**src/rtl/prc_pkg.sv**
```systemverilog
package prc_pkg;

  localparam int NumEdges = 7;

  typedef logic signed [15:0] coord_t;
  typedef logic signed [33:0] wide_t;

  // polygon vertices in hundredths of a degree, edge k runs from vertex k to k+1 (the last edge back to vertex 0)
  localparam coord_t VERT_LON [NumEdges] = '{
    -16'sd8800, -16'sd8800, -16'sd5500, -16'sd3200, -16'sd700, 16'sd5000, 16'sd5000
  };
  localparam coord_t VERT_LAT [NumEdges] = '{
    -16'sd3000, -16'sd1200, -16'sd10, -16'sd10, -16'sd1200, -16'sd2500, -16'sd3000
  };
  localparam coord_t EDGE_DX [NumEdges] = '{
    16'sd0, 16'sd3300, 16'sd2300, 16'sd2500, 16'sd5700, 16'sd0, -16'sd13800
  };
  localparam coord_t EDGE_DY [NumEdges] = '{
    16'sd1800, 16'sd1190, 16'sd0, -16'sd1190, -16'sd1300, -16'sd500, 16'sd0
  };
  localparam wide_t EDGE_LEN2 [NumEdges] = '{
    34'sd3240000, 34'sd12306100, 34'sd5290000, 34'sd7666100,
    34'sd34180000, 34'sd250000, 34'sd190440000
  };

  localparam logic signed [15:0] BoxLonMin = -16'sd8800;
  localparam logic signed [15:0] BoxLonMax = 16'sd5000;
  localparam logic signed [14:0] BoxLatMin = -15'sd3000;
  localparam logic signed [14:0] BoxLatMax = -15'sd10;

  // point travelling down the edge cells with its running verdict
  typedef struct packed {
    logic signed [15:0] longitude;
    logic signed [14:0] latitude;
    logic               in_box;
    logic               covered;
    logic               bad;
  } point_t;

endpackage

```
**src/rtl/prc_cell.sv**
```systemverilog
module prc_cell (
  input  logic            clk,
  input  logic            rst,
  input  logic            in_valid,
  output logic            in_ready,
  input  prc_pkg::point_t in_data,
  output logic            out_valid,
  input  logic            out_ready,
  output prc_pkg::point_t out_data,
  input  prc_pkg::coord_t vx,
  input  prc_pkg::coord_t vy,
  input  prc_pkg::coord_t dx,
  input  prc_pkg::coord_t dy,
  input  prc_pkg::wide_t  len2
);

  logic signed [16:0] ox;
  logic signed [16:0] oy;
  prc_pkg::wide_t     dot;
  prc_pkg::wide_t     cross_prod;
  logic               cov;
  prc_pkg::point_t    data_next;
  logic               valid;
  prc_pkg::point_t    data;

  assign ox         = 17'(in_data.longitude) - 17'(vx);
  assign oy         = 17'(in_data.latitude) - 17'(vy);
  assign dot        = 34'(ox) * 34'(dx) + 34'(oy) * 34'(dy);
  assign cross_prod = 34'(oy) * 34'(dx) - 34'(ox) * 34'(dy);
  assign cov        = (dot >= 34'sd0) && (dot <= len2);

  always_comb begin
    data_next         = in_data;
    data_next.covered = in_data.covered | cov;
    // a covering edge must see the point on its negative side
    data_next.bad     = in_data.bad | (cov & ~cross_prod[33]);
  end

  assign in_ready  = ~valid | out_ready;
  assign out_valid = valid;
  assign out_data  = data;

  always_ff @(posedge clk) begin
    if (rst) begin
      valid <= 1'b0;
    end else if (in_ready) begin
      valid <= in_valid;
    end
  end

  always_ff @(posedge clk) begin
    if (in_valid && in_ready) begin
      data <= data_next;
    end
  end

endmodule

```
**config.mk**
```make
export PLATFORM = sky130hd
export DESIGN_NAME = prc_cell
export DESIGN_NICKNAME = d
export VERILOG_FILES = /design/src/rtl/prc_pkg.sv /design/src/rtl/prc_cell.sv
export SDC_FILE = /design/constraint.sdc
export NUM_CORES = 2
export LEC_CHECK = 0
export BUFFER_PORTS_ARGS = -buffer_cell sky130_fd_sc_hd__buf_2
export CAP_MARGIN = 20
export CORE_UTILIZATION = 35
export DETAILED_ROUTE_END_ITERATION = 10
export MAX_ROUTING_LAYER = met4
export PLACE_DENSITY = 0.6
export SKIP_LAST_GASP = 1
export SLEW_MARGIN = 20
export SYNTH_ARGS = -nofsm -noshare
export SYNTH_HDL_FRONTEND = slang
export SYNTH_SLANG_ARGS = --single-unit
```
**constraint.sdc**
```tcl
create_clock -name clk -period 10.2 [get_ports clk]
set_input_delay 1.02 -clock clk [delete_from_list [all_inputs] [get_ports clk]]
set_output_delay 1.02 -clock clk [all_outputs]
set_load 0.03 [all_outputs]
```
==> out/metrics.yaml <==
status: "finished, violations left"
violations: "setup timing"
io_buffers: 171
rows: 131
h-tree-depth: 2
cts_buffers: 5
arrival_ps: 10700
route.detailed.drc: 0
layout_common_cells: "fa_1, inv_1, nand2_1"
worst-setup-path-type: "in2reg"
dr.pass1.iters: 7
synth.distinct_cells: 78
die_w_um: 361
layout_commonest_cell: "fa_1"
slew_headroom_pct: 44.9
nNetsFinal: 6775
grt_remaining_overflow: 0
finalCritPeriodShare_pct: 104
synth_edf_count: 34
synthCells: 4668
core_sq_um: 128000
min_path_type: "reg2reg"
clk_pin_slew_worst_paths_ps: 60
critPathBufInv: 5
drtIter0Drc: 1535
async_flop_share_pct: 0
grt_pass1_vias: 34900
crit_slowest_cell: "fa_1"
finish.utilization_pct: 40.1
postRouteAntennaNets: 0
initial_core_util_pct: 35.3
grt_max_degree: 43
root_buffer: "clkbuf_16"
ys_seq_elements: 35
totalWireLength_mm: 114
rr_startpoint: "out_valid"
clk_latency_ps: 280
synth_area_sq_um: 45100
synthToLayoutAreaGrowth_pct: 13.5
r2r-end: "out_data[33]"
synth_seq_area_share_pct: 2.31
crit_fanout: 6
vias_per_cell: 4.72
cts_buffer_depth: 2
dp_hpwl_mm: 102
num_io_pins: 172
cts_tree: "yes"
grt_use_total_pct: 18.9
cp.required_ps: 10330
syn_nets: 6417
cts.hold.buffers_added: 0
hold_depth: 2
cp-start-kind: "primary input"
r2r_slack_ps: 8880
avgSynthCellArea_sq_um: 9.65
drive_gt1_share_pct: 14.4
ys.flop_type: "edfxtp_1"
chipHeight_um: 361
n_antenna_cell: 0
rsz0062_at_grt: "yes"
gp_congestion: 0.903
startpoint: "in_data[19]"
min_to: "out_valid"
reg2regPathDepth: 3
cts.sinks: 35
grt_pass1_wl_mm: 189
drv_slew: 0
setup_viol_count_final: 2
min_period_ps: 10570
wl_per_cell_um: 17.1
cp-end-kind: "register"
vias: 31600
max_cap_violations: 0
fin_skew_ps: 5.71
tightest_slew_ps: 823
postLayoutSetupSlackWorst_ps: -367
max_stage_delay_ps: 550
ys_warn_count: 0
min-delay-start: "out_valid"
hold_viol: 0
max_freq_ghz: 0.0946
crit_path_frequent_cell: "fa_1"
antenna_found_initial: 7
crit_family: "adder cells"
die-area_sq_um: 130000
==> cell type report <==
cell class	count	area, sq um
flip-flops and latches	35	1040
well taps	1662	2080
inverters	1188	4460
fillers	12600	76500
repair buffers	576	4130
clock buffers	6	139
multi-input cells	3220	39300
clock inverters	2	35.0
==> per-stage QoR <==
stage / area (sq um) / hold slack [ps] / instances / setup WS (ps) / TNS (ps)
finish: 51100 / 516 / 6689 / -367 / -729
global route: 51100 / 559 / 6689 / -845 / -1670
CTS: 51000 / 515 / 6683 / -362 / -716
detailed placement: 50500 / 507 / 6661 / -1060 / -2100
global placement: 50500 / 486 / 6661 / -769 / -1530
floorplan: 45200 / 860 / 4668 / -24.6 / -24.6
==> what timing repair did <==
item | 4_1_cts | 5_1_grt
resized for setup | 46 | 20
endpoints found under the setup margin | 2 | 2
setup buffers | 14 | 6
pin swaps | 57 | 23
endpoints found under the hold margin | 0 | 0
==> worst reg2reg max path, delay by kind of cell (launching register included) <==
family | cells | cell delay, ps
simple gates | 2 | 230
buf+inv | 1 | 400
flops | 1 | 310
==> cells by family (layout without fill, tap and decap cells) <==
family                   count (synthesis)  after routing  share of synthesized area (%)
adder cells (fa/ha/maj)               1613           1613                           65.3
XOR/XNOR                                94             94                           1.84
flip-flops                              35             35                           2.31
AO/OA/AOI/OAI                          209            209                           3.25
AND/OR/NAND/NOR                       1271           1271                           14.4
buffers and inverters                 1413           1772                           11.9
multiplexers                            33             33                          0.894
==> worst max-delay path by stage <==
stage | endpoint | slack [ps] | depth (start not counted)
floorplan | out_data[0] | -20 | 42
global placement | out_data[1] | -770 | 44
detailed placement | out_data[1] | -1060 | 44
CTS | out_data[0] | -360 | 41
global route | out_data[1] | -850 | 41
finish | out_data[0] | -370 | 42
==> metal layers <==
layer	up-vias	track usage, %	share of wire [%]
li1	14200	-	-
met1	16500	25.0	43
met2	731	31.9	51
met3	112	1.33	4.6
met4	0	3.38	2.1
met5	-	-	0
==> Yosys cell counts, types with 8 or more instances <==
| cell type | count | area share [%] |
|---|---|---|
| fa_1 | 1233 | 55 |
| inv_1 | 1188 | 9.9 |
| nand2_1 | 515 | 4.3 |
| and2_1 | 399 | 5.5 |
| ha_1 | 380 | 11 |
| clkbuf_1 | 198 | 1.6 |
| nor2b_1 | 93 | 1.3 |
| nand2b_1 | 90 | 1.2 |
| nor2_1 | 75 | 0.62 |
| xnor2_1 | 74 | 1.4 |
| a21oi_1 | 50 | 0.56 |
| edfxtp_1 | 34 | 2.3 |
| a21o_1 | 33 | 0.55 |
| nand3_1 | 29 | 0.32 |
| and3_1 | 26 | 0.36 |
| o21ai_0 | 25 | 0.28 |
| buf_2 | 21 | 0.23 |
| xor2_1 | 19 | 0.37 |
| mux2i_1 | 17 | 0.38 |
| o21a_1 | 16 | 0.27 |
| mux2_4 | 14 | 0.47 |
| o21ai_1 | 11 | 0.12 |
| nor3_1 | 9 | 0.10 |
| a31oi_1 | 8 | 0.11 |
==> sequential cells by signal, indices dropped and copies added (netlist names) <==
| signal | count |
|---|---|
| out_data | 34 |
| out_valid | 1 |
Power is left out: the tool's default activity adds up to more than one toggle a clock period on the data nets, which glitch-free logic cannot reach.
